## src/hdl/dmchp_pkg.sv

```systemverilog
// Shared constants, types and helpers of the direct-mapped cache hit profiler.
package dmchp_pkg;

  // Lines in the tag store.
  localparam int LINE_COUNT = 128;
  // Widest index that fits the store: largest k with 2^k <= LINE_COUNT.
  localparam int IDX_W = $clog2(LINE_COUNT + 1) - 1;
  localparam int LINE_DEPTH = 1 << IDX_W;
  // Wide enough to hold a visit count up to 2^IDX_W.
  localparam int K_W = IDX_W + 1;

  localparam int ADDR_W = 32;
  localparam int CNT_W = 64;
  // A fetch count is a 32-bit repeat count plus one.
  localparam int RUN_W = 33;
  localparam int SPAN_W = 35;

  localparam int QUEUE_DEPTH = 2;
  localparam int QPTR_W = $clog2(QUEUE_DEPTH);
  localparam int QCNT_W = $clog2(QUEUE_DEPTH + 1);

  localparam logic [ADDR_W-1:0] FETCH_STEP = 32'd4;
  localparam logic [ADDR_W-1:0] LINE_STEP = 32'd1;
  localparam logic [ADDR_W-1:0] ADDR_ONES = 32'hFFFF_FFFF;
  localparam logic [IDX_W-1:0] IDX_ONES = {IDX_W{1'b1}};

  // Configuration register indexes.
  localparam logic REG_OFFSET_BITS = 1'b0;
  localparam logic REG_INDEX_BITS = 1'b1;

  typedef struct packed {
    logic [2:0] offset_bits;
    logic [2:0] index_bits;
  } cfg_t;

  // One classified record, ready for the tag store sequencer.
  typedef struct packed {
    logic [ADDR_W-1:0] cursor_a;
    logic [ADDR_W-1:0] cursor_b;
    logic [K_W-1:0] k;
    logic b_needed;
    logic [RUN_W-1:0] fetches;
    logic [RUN_W-1:0] base_hits;
    logic [2:0] n;
    logic [2:0] m;
    logic last;
  } desc_t;

  typedef struct packed {
    logic [CNT_W-1:0] total;
    logic [CNT_W-1:0] hits;
    logic done;
  } result_t;

  // Index width in use, saturated to what the store holds.
  function automatic logic [2:0] eff_index_bits(input logic [2:0] ib);
    logic [2:0] r;
    if (int'(ib) > IDX_W) begin
      r = 3'(IDX_W);
    end else begin
      r = ib;
    end
    return r;
  endfunction

endpackage

```

## src/hdl/dmchp_front.sv

```systemverilog
// Front end: accepts trace records and works out the visit plan for each one.
module dmchp_front (
  input  logic                     clk,
  input  logic                     rst,
  input  logic                     push,
  output logic                     full,
  input  logic [31:0]              start_pc,
  input  logic [31:0]              repeat_count,
  input  logic                     last_record,
  input  dmchp_pkg::cfg_t          cfg,
  input  logic                     q_full,
  output logic                     desc_push,
  output dmchp_pkg::desc_t         desc
);

  localparam logic [2:0] F_IDLE = 3'd0;
  localparam logic [2:0] F_SPAN = 3'd1;
  localparam logic [2:0] F_SIZE = 3'd2;
  localparam logic [2:0] F_KSEL = 3'd3;
  localparam logic [2:0] F_PUSH = 3'd4;

  logic [2:0] fstate;
  logic [2:0] fstate_next;

  logic [31:0] start_q;
  logic [31:0] rep_q;
  logic last_q;
  logic [2:0] n_q;
  logic [2:0] m_q;
  logic [dmchp_pkg::SPAN_W-1:0] span_q;
  logic [dmchp_pkg::RUN_W-1:0] visits_q;
  logic [dmchp_pkg::K_W-1:0] period_q;
  logic [dmchp_pkg::K_W-1:0] k_q;
  logic [dmchp_pkg::RUN_W-1:0] v0_q;
  logic b_q;
  logic [dmchp_pkg::RUN_W-1:0] base_q;

  logic wide_line;
  logic [dmchp_pkg::RUN_W-1:0] fetches;
  logic [dmchp_pkg::RUN_W-1:0] period_ext;
  logic [2:0] sh_raw;
  logic [2:0] sh;
  logic [dmchp_pkg::K_W-1:0] period;
  logic [31:0] line_first;

  assign wide_line = (n_q >= 3'd2);
  assign fetches = {1'b0, rep_q} + dmchp_pkg::RUN_W'(1);
  assign period_ext = dmchp_pkg::RUN_W'(period_q);
  assign line_first = start_q >> n_q;

  // With lines narrower than a fetch step, consecutive fetches skip indexes.
  always_comb begin
    sh_raw = (n_q == 3'd0) ? 3'd2 : 3'd1;
    sh = (sh_raw > m_q) ? m_q : sh_raw;
    if (wide_line) begin
      period = dmchp_pkg::K_W'(1) << m_q;
    end else begin
      period = (dmchp_pkg::K_W'(1) << m_q) >> sh;
    end
  end

  always_comb begin
    fstate_next = fstate;
    unique case (fstate)
      F_IDLE: if (push) fstate_next = F_SPAN;
      F_SPAN: fstate_next = F_SIZE;
      F_SIZE: fstate_next = F_KSEL;
      F_KSEL: fstate_next = F_PUSH;
      F_PUSH: if (!q_full) fstate_next = F_IDLE;
      default: fstate_next = F_IDLE;
    endcase
  end

  always_ff @(posedge clk) begin
    if (rst) begin
      fstate <= F_IDLE;
    end else begin
      fstate <= fstate_next;
    end
  end

  always_ff @(posedge clk) begin
    if (fstate == F_IDLE && push) begin
      start_q <= start_pc;
      rep_q <= repeat_count;
      last_q <= last_record;
      n_q <= cfg.offset_bits;
      m_q <= dmchp_pkg::eff_index_bits(cfg.index_bits);
    end
    if (fstate == F_SPAN) begin
      // Byte address of the last fetch, without wrapping.
      span_q <= {3'b000, start_q} + {1'b0, rep_q, 2'b00};
      period_q <= period;
    end
    if (fstate == F_SIZE) begin
      if (wide_line) begin
        visits_q <= dmchp_pkg::RUN_W'((span_q >> n_q)
                    - ({3'b000, start_q} >> n_q) + dmchp_pkg::SPAN_W'(1));
      end else begin
        visits_q <= fetches;
      end
    end
    if (fstate == F_KSEL) begin
      if (visits_q < period_ext) begin
        k_q <= dmchp_pkg::K_W'(visits_q);
        v0_q <= '0;
      end else begin
        k_q <= period_q;
        v0_q <= visits_q - period_ext;
      end
      b_q <= (visits_q > period_ext);
      base_q <= fetches - visits_q;
    end
  end

  assign full = (fstate != F_IDLE);
  assign desc_push = (fstate == F_PUSH) && !q_full;

  always_comb begin
    desc.cursor_a = wide_line ? line_first : start_q;
    desc.cursor_b = wide_line ? (line_first + v0_q[31:0])
                              : (start_q + {v0_q[29:0], 2'b00});
    desc.k = k_q;
    desc.b_needed = b_q;
    desc.fetches = fetches;
    desc.base_hits = base_q;
    desc.n = n_q;
    desc.m = m_q;
    desc.last = last_q;
  end

endmodule

```

## config.mk

```make
export PLATFORM = sky130hd
export DESIGN_NAME = dmchp_front
export DESIGN_NICKNAME = d
export VERILOG_FILES = /design/src/hdl/dmchp_pkg.sv /design/src/hdl/dmchp_front.sv
export SDC_FILE = /design/constraint.sdc
export NUM_CORES = 1
export LEC_CHECK = 0
export ABC_AREA = 1
export BUFFER_PORTS_ARGS = -buffer_cell sky130_fd_sc_hd__buf_2
export CAP_MARGIN = 20
export CORE_MARGIN = 1.5
export CORE_UTILIZATION = 55
export DETAILED_ROUTE_END_ITERATION = 8
export HOLD_SLACK_MARGIN = 0.05
export PLACE_DENSITY = 0.75
export SETUP_SLACK_MARGIN = 0.1
export SYNTH_ARGS = -nofsm -noshare
export SYNTH_HDL_FRONTEND = slang
export SYNTH_SLANG_ARGS = --single-unit
export TNS_END_PERCENT = 5
```

## constraint.sdc

```tcl
create_clock -name clk -period 14.6 [get_ports clk]
set_input_delay 2.92 -clock clk [delete_from_list [all_inputs] [get_ports clk]]
set_output_delay 2.92 -clock clk [all_outputs]
set_load 0.05 [all_outputs]
```

Yosys cells after proc, flatten, opt, wreduce, memory -nomap -nowiden

Index checks and enable logic that the tools add are counted.

Flip-flop bits (word level): 224
Input bits: 75
Output and inout bits: 148

Magnitude comparators: 4
Eq/ne operators: 6
Shifts and indexed selects: 5
Add/subtract/negate cells: 8
Mux-type cells: 10
Reduce and logical (&&, ||, !) cells: 7

Operators by type and width:

| cell                                                                                | count |
|---|---|
| 33-bit subtractor                                                                   | 2 |
| 32-bit adder                                                                        | 2 |
| 32-bit two-way mux                                                                  | 2 |
| 32-bit by 34-bit adder with 35-bit output                                           | 1 |
| 35-bit by 3-bit right shift with 33-bit output                                      | 1 |
| 32-bit by 1-bit adder with 33-bit output, second input constant                     | 1 |
| 33-bit by 1-bit adder with 33-bit output, second input constant                     | 1 |
| 33-bit by 8-bit greater-than comparator with 1-bit output                           | 1 |
| 33-bit by 8-bit < comparator with 1-bit output                                      | 1 |
| 33-bit two-way mux                                                                  | 1 |
| 32-bit by 3-bit right shift with 33-bit output                                      | 1 |
| 32-bit by 3-bit right shift with 32-bit output                                      | 1 |
| 32-bit by 8-bit subtractor with 32-bit output                                       | 1 |
| 8-bit two-way mux                                                                   | 2 |
| 3-bit one-hot mux with 5 select lines                                               | 1 |
| 3-bit two-way mux                                                                   | 3 |
| 1-bit by 3-bit << shifter with 8-bit output, first input constant                   | 1 |
| 8-bit by 3-bit right shift with 8-bit output                                        | 1 |
| 3-bit by 2-bit == test with 1-bit output, second input constant                     | 2 |
| 3-bit zero test                                                                     | 2 |
| 2-bit != test, second input constant                                                | 2 |
| 3-bit by 1-bit == test with 1-bit output, second input constant                     | 1 |
| 3-bit == test, second input constant                                                | 1 |
| 3-bit by 2-bit greater-or-equal comparator with 1-bit output, second input constant | 1 |
| 6 further kinds                                                                     | 7 |

Depth between registers and ports, before layout

Word-level depth: 6
Mapped depth: 24
Gate-level depth less buffers: 23

Least setup slack after synthesis

Ideal clock, no wire load.

Path type: flip-flop to output port
From: reg n_q[1]
To: out desc[90] in the netlist's numbering
Arrival: 3847 ps
Stages on the path, launching flop included: 20
Required time: 11680 ps
Path buffers: 3
Slack: 7833 ps
Cells stage by stage: edfxtp_1 buf_4 inv_2 buf_6 buf_6 nor2_8 inv_1 o22ai_1 inv_1 o21ai_0 ha_1 inv_1 fa_1 inv_1 nand3_1 nand3_1 nand2_1 nand2_1 xnor2_1 o21ai_0

RTL lines:

| item                   | line              | text |
|---|---|---|
| from (decl)            | dmchp_front.sv:28 | `logic [2:0] n_q;` |
| from (signal assigned) | dmchp_front.sv:87 | `n_q <= cfg.offset_bits;` |
| to (decl)              | dmchp_front.sv:13 | `output dmchp_pkg::desc_t desc` |

==> flow_summary_export.csv <==
group,metric,value,unit
floorplanning,initial_utilization,55.6,%
place,dpl.hpwl,72.9,mm
worst_setup_path,end_kind,"output port",
floorplanning,die_width,211,um
clock_network,cts_root_buf,"clkbuf_16",
routing,drt-initial-drc-count,2570,
worst_setup_path,crit_top_cell,"nand2_1",
power_and_ir_drop,p_leak,13.9,nW
place,io_buffers,222,
logic_synthesis,syn_area,23800,um^2
final_layout,drive_gt1_share,8.95,%
logic_synthesis,synth-seq-cells,224,
clock_network,cts_hold_repair.buffers,0,
place,place_congestion,1.05,
floorplanning,row_count,76,
sta,skew,20.3,ps
sta,maxSlewHeadroom,32.0,%
worst_hold_path,hold_path_class,"register to register",
clock_network,clock_path_buffers,3,
final_layout,nets,4175,
sta,finalMaxSlewViolations,0,
logic_synthesis,async_flop_share,0,%
routing,drc,0,
worst_setup_path,critPathSlowestCell,"clkinv_1",
clock_network,cts_buffers,28,
power_and_ir_drop,intPower,2.01,mW
sta,max_freq,124,MHz
flow_run,drv_cap,0,
global_routing,grt_max_degree,96,
worst_setup_path,crit_fanout,49,
sta,rsz0062_at_grt,"false",
routing,first_pass_iters,8,
final_layout,fillCellCount,4195,
clock_network,h-tree-depth,1,
worst_setup_path,path_class,"register to output port",
routing,vias,24958,
clock_network,cts.repair.resized,0,
power_and_ir_drop,power_density,155,nW/um^2
clock_network,post_cts_buffers,0,
global_routing,antenna_found_initial,1,
final_layout,fin_cells,4505,
power_and_ir_drop,peakVddDrop,0.000151,V
logic_synthesis,synth_edf_count,221,
outcome,outcome,"complete, no violations",
power_and_ir_drop,power_frac_comb,57.8,%
worst_setup_path,cp_data_arrival_time,5170,ps
routing,wl_per_cell,19.5,um
sta,setup-tns-final,0,ps
clock_network,worstSkewPairLatency,580,ps
power_and_ir_drop,p_seq_share,23.5,%
power_and_ir_drop,p_switching,2.08,mW
global_routing,grt_pass1_vias,22906,
sta,post-route-min-period,8090,ps
logic_synthesis,syn-mean-instance-area,6.44,um^2
routing,routed-wl-met2,37.5,mm
global_routing,grt_use_total,39.0,%
logic_synthesis,synth_common_cells,"1,325 x nand2_1, 573 x inv_1, 321 x nor2_1",
logic_synthesis,ys.flop_type,"edfxtp_1",
worst_setup_path,start_kind,"register",
final_layout,n_antenna_cell,0,
logic_synthesis,yosysTopAreaCell,"edfxtp_1",
clock_network,path_clk_slew,70,ps
worst_setup_path,max_stage_delay,810,ps
logic_synthesis,syn_inst,3700,
power_and_ir_drop,clkPwrFrac,18.7,%
routing,wl,87.6,mm
sta,layout_worst_path_cycle_share,55.4,%
floorplanning,num_io_pins,223,
logic_synthesis,netlist.area_leader.share,27.9,%
power_and_ir_drop,p_sw_share,50.7,%
logic_synthesis,synth.area.top_cells,"edfxtp_1 28%, nand2_1 21%, ha_1 10%",
routing,top_layer,"met5",
logic_synthesis,yosysWarnings,0,
logic_synthesis,syn_nets,3977,
logic_synthesis,ys_seq_area_share,28.1,%
logic_synthesis,yosysUniqueCellTypes,48,
worst_setup_path,worst_ep_required_time,11680,ps
sta,hold_violations,0,
routing,wl_met3,7.84,mm
floorplanning,fp.dieH,211,um
routing,drt-met1-wl,36.7,mm
logic_synthesis,synth.most_common_cell,"nand2_1",
clock_network,cts_tree,"done",
final_layout,syn_to_final_growth,11.0,%
place,dp_cells,4452,
routing,antenna_left,0,
sta,setup_violations,0,
clock_network,cts_num_sinks,224,
global_routing,grt_pass1_wl,131,mm
worst_setup_path,path_cells,"buf_4 > clkinv_1 > buf_4 > o22ai_1 > inv_1 > o21ai_0 > ha_1 > inv_1 > fa_1 > inv_1 > nand3_1 > nand3_1 > nand2_1 > nand2_1 > nand3_1 > nand2_1 > xor2_1 > nand2_1 > nand2_1 > buf_2",
floorplanning,core-area,42900,um^2
global_routing,grt_overflow,0,
floorplanning,die_area,44600,um^2
sta,worst_pin_slew,1020,ps
routing,viasPerCell,5.54,
-- path summary, 6_finish.rpt --
kind              depth (start not counted)  slack (ps)     endpoint       start
hold / removal                            0         500    span_q[0]  start_q[0]
hold reg to reg                           0         500    span_q[0]  start_q[0]
setup reg to reg                         15        9660  visits_q[7]      n_q[2]
setup / recovery                         20        6510     desc[98]      n_q[2]
-- per-stage QoR --
step           cell area [um^2]  power (mW)  setup slack (ps)  hold WS, ps  utilization [%]
2_1_floorplan             23800        2.59              7830          426                -
3_3_place_gp              25400        3.27              7210          456             59.3
3_5_place_dp              25400        3.28              7170          479             59.3
4_1_cts                   26400        4.05              6530          493             61.6
5_1_grt                   26500        4.34              6150          509             61.7
6_report                  26500        4.09              6510          497             61.7
-- power by group through the flow --
stage | Sequential (mW) | Combinational [mW] | Clock, mW
floorplan | 0.953 | 1.64 | 0
detailed placement | 0.967 | 2.31 | 0
global placement | 0.967 | 2.31 | 0
CTS | 0.955 | 2.33 | 0.770
global route | 0.964 | 2.58 | 0.788
finish | 0.961 | 2.36 | 0.765
-- routing by layer --
metal | vias up | global-route usage [%]
met2 | 1146 | 60.8
met3 | 227 | 5.98
li1 | 12315 | -
met5 | - | 0
met4 | 2 | 21.0
met1 | 11268 | 52.1
-- critical path: cells and delay by family (launching register included) --
family,cells,cell delay [ps]
xor+xnor,1,230
compound gates,2,280
buf+inv,7,2300
simple gates,8,760
flops,1,320
fa+ha+maj,2,650
-- cells in the final DEF, fill, tap and decap left out, types with 6 or more instances in the layout --
cell,n
a21boi_2,10
a21o_1,11
a21oi_1,168
buf_2,222
buf_4,11
bufinv_16,6
clkbuf_16,29
edfxtp_1,221
fa_1,6
ha_1,196
inv_1,572
inv_2,15
mux2i_1,7
nand2_1,1325
nand3_1,209
nand3b_1,22
nand4_1,41
nor2_1,319
nor2_2,6
nor3_1,42
o21a_1,23
o21ai_0,192
o21ai_1,37
o21ai_2,12
o21bai_1,14
o22ai_1,7
or2_1,12
or2_2,11
xnor2_1,31
xor2_1,73
-- state kept, by name (all words and copies together), names as in the netlist --
signal	cells
span_q	35
base_q	33
visits_q	33
rep_q	32
start_q	32
v0_q	32
k_q	8
period_q	8
fstate	3
m_q	3
n_q	3
b_q	1
last_q	1
-- cells by family (layout without fill, tap and decap cells) --
family	count (synthesis)	count (layout)	share of synthesized area (%)
simple gates	2019	2019	34.8
buf+inv	655	875	10.7
compound gates	488	488	11.4
flops	224	224	28.1
fa+ha+maj	202	202	10.8
xor+xnor	105	105	3.89
mux	7	7	0.294
-- layout make-up --
| type | count | area, um^2 | area share (%) |
|---|---|---|---|
| well taps | 585 | 732 | 2.77 |
| clock inverters | 20 | 272 | 1.03 |
| multi-input cells | 2821 | 14600 | 55.2 |
| clock buffers | 32 | 737 | 2.79 |
| repair buffers | 234 | 1210 | 4.59 |
| inverters | 589 | 2210 | 8.36 |
| flip-flops and latches | 224 | 6700 | 25.3 |
Note: power is estimated with default switching activity, not from simulation.
