--- src/hdl/dmchp_pkg.sv ---
// Shared constants, types and helpers of the direct-mapped cache hit profiler.
package dmchp_pkg;

  // Lines in the tag store.
  localparam int LINE_COUNT = 128;
  // Widest index that fits the store: largest k with 2^k <= LINE_COUNT.
  localparam int IDX_W = $clog2(LINE_COUNT + 1) - 1;
  localparam int LINE_DEPTH = 1 << IDX_W;
  // Wide enough to hold a visit count up to 2^IDX_W.
  localparam int K_W = IDX_W + 1;

  localparam int ADDR_W = 32;
  localparam int CNT_W = 64;
  // A fetch count is a 32-bit repeat count plus one.
  localparam int RUN_W = 33;
  localparam int SPAN_W = 35;

  localparam int QUEUE_DEPTH = 2;
  localparam int QPTR_W = $clog2(QUEUE_DEPTH);
  localparam int QCNT_W = $clog2(QUEUE_DEPTH + 1);

  localparam logic [ADDR_W-1:0] FETCH_STEP = 32'd4;
  localparam logic [ADDR_W-1:0] LINE_STEP = 32'd1;
  localparam logic [ADDR_W-1:0] ADDR_ONES = 32'hFFFF_FFFF;
  localparam logic [IDX_W-1:0] IDX_ONES = {IDX_W{1'b1}};

  // Configuration register indexes.
  localparam logic REG_OFFSET_BITS = 1'b0;
  localparam logic REG_INDEX_BITS = 1'b1;

  typedef struct packed {
    logic [2:0] offset_bits;
    logic [2:0] index_bits;
  } cfg_t;

  // One classified record, ready for the tag store sequencer.
  typedef struct packed {
    logic [ADDR_W-1:0] cursor_a;
    logic [ADDR_W-1:0] cursor_b;
    logic [K_W-1:0] k;
    logic b_needed;
    logic [RUN_W-1:0] fetches;
    logic [RUN_W-1:0] base_hits;
    logic [2:0] n;
    logic [2:0] m;
    logic last;
  } desc_t;

  typedef struct packed {
    logic [CNT_W-1:0] total;
    logic [CNT_W-1:0] hits;
    logic done;
  } result_t;

  // Index width in use, saturated to what the store holds.
  function automatic logic [2:0] eff_index_bits(input logic [2:0] ib);
    logic [2:0] r;
    if (int'(ib) > IDX_W) begin
      r = 3'(IDX_W);
    end else begin
      r = ib;
    end
    return r;
  endfunction

endpackage

--- src/hdl/dmchp_desc_q.sv ---
// Short queue of visit plans between the front end and the tag store sequencer.
module dmchp_desc_q (
  input  logic              clk,
  input  logic              rst,
  input  logic              push,
  input  dmchp_pkg::desc_t  din,
  output logic              full,
  input  logic              pop,
  output dmchp_pkg::desc_t  dout,
  output logic              empty
);

  dmchp_pkg::desc_t slots [dmchp_pkg::QUEUE_DEPTH];
  logic [dmchp_pkg::QPTR_W-1:0] wr_ptr;
  logic [dmchp_pkg::QPTR_W-1:0] rd_ptr;
  logic [dmchp_pkg::QCNT_W-1:0] count;

  logic do_push;
  logic do_pop;

  assign full = (count == dmchp_pkg::QCNT_W'(dmchp_pkg::QUEUE_DEPTH));
  assign empty = (count == '0);
  assign do_push = push && !full;
  assign do_pop = pop && !empty;
  assign dout = slots[rd_ptr];

  always_ff @(posedge clk) begin
    if (rst) begin
      wr_ptr <= '0;
      rd_ptr <= '0;
      count <= '0;
    end else begin
      if (do_push) begin
        wr_ptr <= (wr_ptr == dmchp_pkg::QPTR_W'(dmchp_pkg::QUEUE_DEPTH - 1))
                  ? '0 : wr_ptr + 1'b1;
      end
      if (do_pop) begin
        rd_ptr <= (rd_ptr == dmchp_pkg::QPTR_W'(dmchp_pkg::QUEUE_DEPTH - 1))
                  ? '0 : rd_ptr + 1'b1;
      end
      if (do_push && !do_pop) begin
        count <= count + 1'b1;
      end else if (do_pop && !do_push) begin
        count <= count - 1'b1;
      end
    end
  end

  always_ff @(posedge clk) begin
    if (do_push) begin
      slots[wr_ptr] <= din;
    end
  end

endmodule

--- config.mk ---
export PLATFORM = sky130hd
export DESIGN_NAME = dmchp_desc_q
export DESIGN_NICKNAME = d
export VERILOG_FILES = /design/src/hdl/dmchp_pkg.sv /design/src/hdl/dmchp_desc_q.sv
export SDC_FILE = /design/constraint.sdc
export NUM_CORES = 1
export LEC_CHECK = 0
export ABC_AREA = 1
export BUFFER_PORTS_ARGS = -buffer_cell sky130_fd_sc_hd__buf_2
export CAP_MARGIN = 40
export CORE_MARGIN = 2
export CORE_UTILIZATION = 52
export CTS_BUF_LIST = sky130_fd_sc_hd__clkbuf_4 sky130_fd_sc_hd__clkbuf_8 sky130_fd_sc_hd__clkbuf_16
export DETAILED_ROUTE_END_ITERATION = 8
export GPL_TIMING_DRIVEN = 0
export PLACE_DENSITY = 0.9
export SETUP_SLACK_MARGIN = 0.15
export SYNTH_ARGS = -nofsm -noshare
export SYNTH_HDL_FRONTEND = slang
export SYNTH_SLANG_ARGS = --single-unit
--- constraint.sdc ---
create_clock -name clk -period 8.05 [get_ports clk]
set_input_delay 0.4025 -clock clk [delete_from_list [all_inputs] [get_ports clk]]
set_output_delay 0.4025 -clock clk [all_outputs]
set_load 0.01 [all_outputs]
After elaboration in Yosys (flattened, before gate mapping)
Memories as Yosys holds them, arrays and structs flattened. A register that Yosys moved wholly into a read port is not among the register bits. Index checks and enable logic that the tools add are counted.

$add $sub $neg: 4. Multiply operators: 0. Div/mod/pow operators: 0. Magnitude comparators: 0. Equality and inequality tests: 1. Shift operators: 0. Mux-type cells: 8. Bitwise operators: 0. Reduce and logical (&&, ||, !) cells: 10.

Operators by type and width (number): $mux W1 (6); $logic_and A1 B1 Y1 (4); $logic_not A1 Y1 (4); $mux W2 (2); $add A1 B1 Y1 const B (2); $add A2 B1 Y2 const B (1); $eq A2 B2 Y1 const B (1); $logic_not A2 Y1 (1); $reduce_bool A2 Y1 (1); $sub A2 B1 Y2 const B (1).

Flip-flop bits (word level): 4. Bits in latches: 0. Bits in writable memories: 292. Memory bits (read-only): 0. Output and inout port bits: 148. Memories kept: 1.

Memory list: slots (words 2, bits a word 146, read ports 1, clocked after Yosys merged registers in 1, wr ports 1, line dmchp_desc_q.sv:13) `dmchp_pkg::desc_t slots [dmchp_pkg::QUEUE_DEPTH];`.

Depth between registers and ports, before layout
Gate-level depths: netlist of run 1.

Depth after elaboration: 7. Gate-level depth with buffers: 10.

Worst setup path after synthesis of run 1
No wires, ideal clock.

Kind: flip-flop to flip-flop. Start: register count[0] (netlist bit). End: memory slots[0][0] (netlist bit) (enable). Library setup time: 0.653 ns. Data arrival time: 6.573 ns. Required time: 7.397 ns. Slack: 0.823 ns. Cell stages (with the launch flop): 3. Buffers on the path: 0. Clock period less this slack: 7.227 ns. Path through: dfxtp_1 > o21ai_1 > nor2_1.

Cells in the longest elaborated chain, start to end: 5.

Ends and longest elaborated chain: from (decl) (line dmchp_desc_q.sv:16) `logic [dmchp_pkg::QCNT_W-1:0] count;`; from (signal assigned) (line dmchp_desc_q.sv:42) `count <= count + 1'b1;`; from (signal assigned) (line dmchp_desc_q.sv:44) `count <= count - 1'b1;`; $eq A2 B2 Y1 (line dmchp_desc_q.sv:21) `assign full = (count == dmchp_pkg::QCNT_W'(dmchp_pkg::QUEUE_DEPTH));`; $logic_not A1 Y1 (line dmchp_desc_q.sv:23) `assign do_push = push && !full;`; $logic_and A1 B1 Y1 (line dmchp_desc_q.sv:23); $mux W1 (line dmchp_desc_q.sv:50) `if (do_push) begin`; $mux W1 (implied by the code) (line dmchp_desc_q.sv:51) `slots[wr_ptr] <= din;`; to (decl) (line dmchp_desc_q.sv:13).

Every way passes these cells.

==> results of run 1 <==
[cells in the mapped netlist, drive strengths merged]
cell type	count	area share [%]
nand3	1	0.046
and2	1	0.058
ha	1	0.12
nand4	1	0.058
inv	9	0.31
nor2	9	0.31
buf	6	0.62
dfxtp	5	0.92
a21oi	1	0.046
clkbuf	10	1.3
o21ai	5	0.23
nand2	4	0.14
mux2	146	15
edfxtp	292	81
[power by group through the flow]
stage	logic (mW)	registers, mW	clock network (mW)
3_5_place_dp	1.02	2.04	0
6_report	1.01	2.01	1.30
3_3_place_gp	0.940	2.11	0
4_1_cts	1.03	2.01	1.33
5_1_grt	1.08	2.02	1.39
2_1_floorplan	0.598	2.07	0
[per-layer routing]
layer  vias to the layer above  GRT usage (%)  part of all wire [%]
met3                        64          5.552                   7.7
met2                       230          35.14                    52
met4                         2          7.476                   3.9
li1                       2621              -                     -
met1                      2775          20.26                    36
met5                         -              0                 0.033
[critical path, cell delays in order (launching register included)]
cell	delay, ns
dfxtp_1	0.36
buf_6	0.22
clkbuf_8	0.21
mux2_2	0.37
buf_2	0.15
[placed cells by master (no fill, tap or decap)]
cell type,n
a21oi_1,1
and2_1,1
buf_12,9
buf_16,1
buf_2,297
buf_6,6
bufinv_16,4
clkbuf_16,29
clkbuf_4,2
clkbuf_8,10
clkinv_1,9
clkinv_2,6
dfxtp_1,5
edfxtp_1,292
ha_1,1
inv_1,9
mux2_2,146
nand2_1,4
nand3_1,1
nand4_1,1
nor2_1,7
nor2_4,2
o21ai_0,4
o21ai_1,1
[final cells by class]
type	instances	area share [%]
buffer	16	1.483
inverter	9	0.2442
clock buffer	31	5.355
tap	270	2.442
sequential	297	64.12
clock inverter	19	1.330
multi-input combinational	169	12.78
timing repair buffer	307	12.25
[how the worst max path moves through the flow]
stage,slack [ns],from,depth (start not counted),end
final,5.81,flop,4,dout[42]
after global routing,5.74,flop,4,dout[42]
after CTS,5.76,flop,4,dout[42]
after detailed placement,5.86,push,6,slots[1][60]
after global placement,-2.28,push,3,slots[1][55]
after floorplan,0.82,count[0],2,slots[0][0]
[registers in the layout (all words and copies together), names as in the netlist, named ones only]
name / count
rd_ptr: 1
slots: 292
wr_ptr: 1
count: 2
[metrics by stage]
stage                     utilization [%]  hold WS (ns)  worst slack (ns)
final                               67.92       0.05362             5.812
after floorplan                         -        0.4757            0.8235
after detailed placement            63.38        0.5262             5.856
after CTS                           67.92       0.03346             5.756
after global routing                67.92       0.03169             5.741
after global placement              62.29        0.4941            -2.279
[kinds of logic (layout without fill, tap and decap cells)]
| kind of cell | after synthesis | after routing |
|---|---|---|
| flip-flops | 297 | 297 |
| AO/OA/AOI/OAI | 6 | 6 |
| AND/OR/NAND/NOR | 16 | 16 |
| multiplexers | 146 | 146 |
| adder cells (fa/ha/maj) | 1 | 1 |
| buffers and inverters | 25 | 382 |
==> metrics.txt, run 1 <==
status finished, final reports clean; R2R depth 5; post-route cell area 0.01383 mm^2; area occupied by multi-input gates 0.001768 mm^2; CTS H-Tree Depth 1; syn nets 642; main combinational cell family by area after synthesis multiplexers; HP Start din[13]; Critical Path End Type primary output; Total GRT Usage 18.94%; Pre-Repair DR Iteration Count 4; final-stage net count 980; largest net degree at the start of global routing 32; FF-to-FF Start count[0]; RR Endpoint slots[1][53]; PD cells 312.2 mW/mm^2; P_int 3.212 mW; power share of the combinational group 23.4%; Area after DPL 0.01291 mm^2; R2R setup slack 5.90 ns; final hold vios 0; Avg Inst Size Synth 22.12 um^2; hold buffers post-CTS 0; first-pass GRT wire length 32.03 mm; Antenna diodes 0; multiplexer share of the synthesized area 15.14%; root buf cell clkbuf_16; WP data arrival 1.84 ns; Final Non-Filler Cells 1,118; synthesis-to-layout area growth 27.36%; dpl cells 1,068; simple-gate share of the synthesized area 0.6106%; Worst Path Max Fanout 10; Via density 5.091; Post-CTS Repair Setup Buffers 0; element type at the critical path start flop; maxcap violations 0; GR Overflow Total 0; Worst-Margin Slew 0.5328 ns; TritonCTS clock tree built; Post-CTS Resized 0; Leak 5.211 nW; Syn Inst Count 491; gpl congestion 0.7590; highest clock rate 446.9 MHz; Setup CP Type reg -> out; hold crit path type in -> reg; clock slew at reported path FFs 0.06 ns; Die X 148.5 um; fin crit period 2.238 ns; Slew headroom 64.24%; vias in the first global route 6,289; die area 0.02206 mm^2; Yosys cell types 15; register area 0.008869 mm^2; wirelength, routed 21.33 mm; Setup TNS 0 ns; post-synthesis sequential area ratio 81.66%; Worst Skew 0.01712 ns; Yosys reg bits 297; Worst-Skew Late Latency 0.53 ns; Initial Util 53.33%; # clock sinks 297; Synth Cell Area 0.01086 mm^2; Post-Synth Adder-Cell Area 0.1152%; DP HPWL 14.67 mm; net switching fraction of the power 25.61%; # fillers 1,302; xor and xnor area share after synthesis 0%; 1st-iter DRT viols 209; sink of the worst hold path slots[1][13]; Syn. warnings 0; CTS buffer count 29; DR WL/cell 19.08 um; layout cells sized above 1 60.38%; IO Port Bufs 297; Ports 298; NetSw 1.106 mW; Hold Path Depth 1; Die Y 148.5 um; total power 4.318 mW; Required @ worst endpoint 7.65 ns; remaining routing DRC violations 0; Vias 5,692; Max clock buf depth 3; Std-Cell Rows 52; final setup fails 0; core area 0.02036 mm^2; Compound-Gate Fraction of Synth Area 0.2765%; sequential share of power 46.4%; Clk pwr share 30.2%; fin crit share 27.80%; VDD IR-drop max 277.9 uV; post-route ant nets 0; RSZ-0062 raised after global routing false; Final Max Slew Viols 0; initial antenna violation count 1
Note: power is estimated with default switching activity, not from simulation.
==> inputs of run 2 (changes only) <==
- clock period: 8.05 -> 2.3 ns (I/O delays scaled with it)
==> metrics.txt, run 2 (same netlist as run 1, synthesis figures left out) <==
status finished, final reports clean; max FFs per register 292; Top reg by flops slots; Final Max Slew Viols 0; synthesis-to-layout area growth 41.94%; Required @ worst endpoint 2.52 ns; Vias 6,430; CTS buffer count 29; most common cell after layout, fill and taps aside buf_2; Post-CTS Repair Setup Buffers 0; Via density 5.059; Worst-Skew Late Latency 0.53 ns; Total GRT Usage 22.64%; Std-Cell Rows 52; die area 0.02206 mm^2; remaining routing DRC violations 0; highest clock rate 502.6 MHz; Critical Path End Type flop; Final Non-Filler Cells 1,271; final-stage net count 1,129; largest net degree at the start of global routing 31; gpl congestion 0.7676; TritonCTS clock tree built; Max clock buf depth 3; Hold WS 0.04545 ns; FF-to-FF Start count[0]; first-pass GRT wire length 37.78 mm; area occupied by multi-input gates 0.001779 mm^2; Die Y 148.5 um; # clock sinks 297; Clk pwr share 30.4%; Die X 148.5 um; routed wl met3 1.707 mm; post-route cell area 0.01541 mm^2; final setup fails 0; layout cells sized above 1 52.25%; IO Port Bufs 297; DP HPWL 14.66 mm; fin crit share 86.50%; dpl ws 0.3260 ns; dpl cells 1,069; Area after DPL 0.01297 mm^2; PD cells 1018 mW/mm^2; NetSw 4.121 mW; register area 0.008872 mm^2; Metal-1 WL 9.227 mm; HP Start pop; VDD IR-drop max 837.9 uV; Worst-Margin Slew 0.7856 ns; P_int 11.57 mW; # fillers 1,098; hold crit path type in -> reg; post-route ant nets 0; clock slew at reported path FFs 0.06 ns; GR Overflow Total 0; wirelength, routed 25.64 mm; Crit. Startpoint count[0]; maxcap violations 0; CTS H-Tree Depth 1; Pre-Repair DR Iteration Count 5; most frequent cells in the layout buf_2, edfxtp_1, dlygate4sd3_1; Setup TNS 0 ns; fin crit period 1.989 ns; RSZ-0062 raised after global routing false; root buf cell clkbuf_16; Worst Skew 0.008783 ns; WP data arrival 2.21 ns; Final Util 75.69%; sequential share of power 45.0%; core area 0.02036 mm^2; final setup margin 0.3105 ns; Initial Util 53.33%; Ports 298; total power 15.69 mW; WL met2 13.78 mm; Top Layer Used met4; DR WL/cell 20.17 um; power share of the combinational group 24.7%; vias in the first global route 7,045; Setup CP Type reg -> reg; Worst Path Max Fanout 30; net switching fraction of the power 26.27%; Slew headroom 47.50%; Top Registers slots (292), count (2); Leak 5.871 nW; initial antenna violation count 2; element type at the critical path start flop; final hold vios 0; 1st-iter DRT viols 292
[run 2: cell count changes in the layout (fill, tap and decap cells not counted), sizes merged]
cell / previous run / this run
buf: 313 / 314
dlygate4sd3: 0 / 148
clkinv: 15 / 10
inv: 9 / 10
diode: 0 / 2
clkbuf: 41 / 47
[run 2: critical path, stage by stage (launching register included)]
cell and delay, ns:
dfxtp_2 0.41, o21ai_4 0.11, nor2_4 0.61, buf_12 0.30, buf_12 0.23
[run 2: cell type report]
cell class / count / area share (%)
inverter: 9 / 0.2192
timing repair buffer: 456 / 20.93
sequential: 297 / 57.56
clock buffer: 37 / 5.097
multi-input combinational: 169 / 11.54
tap: 270 / 2.192
antenna: 2 / 0.03247
buffer: 16 / 1.331
clock inverter: 15 / 1.104
[run 2: repair_timing]
action	CTS	global route
endpoints found under the setup margin	0	0
resized for setup	0	0
endpoints found under the hold margin	297	0
hold buffers	148	0
[run 2: routing by layer]
layer / vias up / global-route usage [%]
li1: 2923 / -
met3: 65 / 5.123
met1: 3151 / 25.15
met2: 291 / 42.62
met4: 0 / 7.952
met5: - / 0
[run 2: path summary, 6_finish.rpt]
path	end	cells after the start	slack, ns
hold reg to reg	wr_ptr	2	0.52
hold / removal	flop	4	0.05
setup reg to reg	slots[1][132]	4	0.31
setup / recovery	slots[1][132]	4	0.31
[run 2: power groups by stage]
stage / Combinational (mW) / Clock, mW / Sequential (mW)
after floorplan: 2.11 / 0 / 7.12
after global placement: 3.33 / 0 / 7.17
after detailed placement: 3.61 / 0 / 7.13
after CTS: 3.85 / 4.80 / 7.02
after global routing: 4.12 / 5.03 / 7.10
final: 3.87 / 4.76 / 7.05
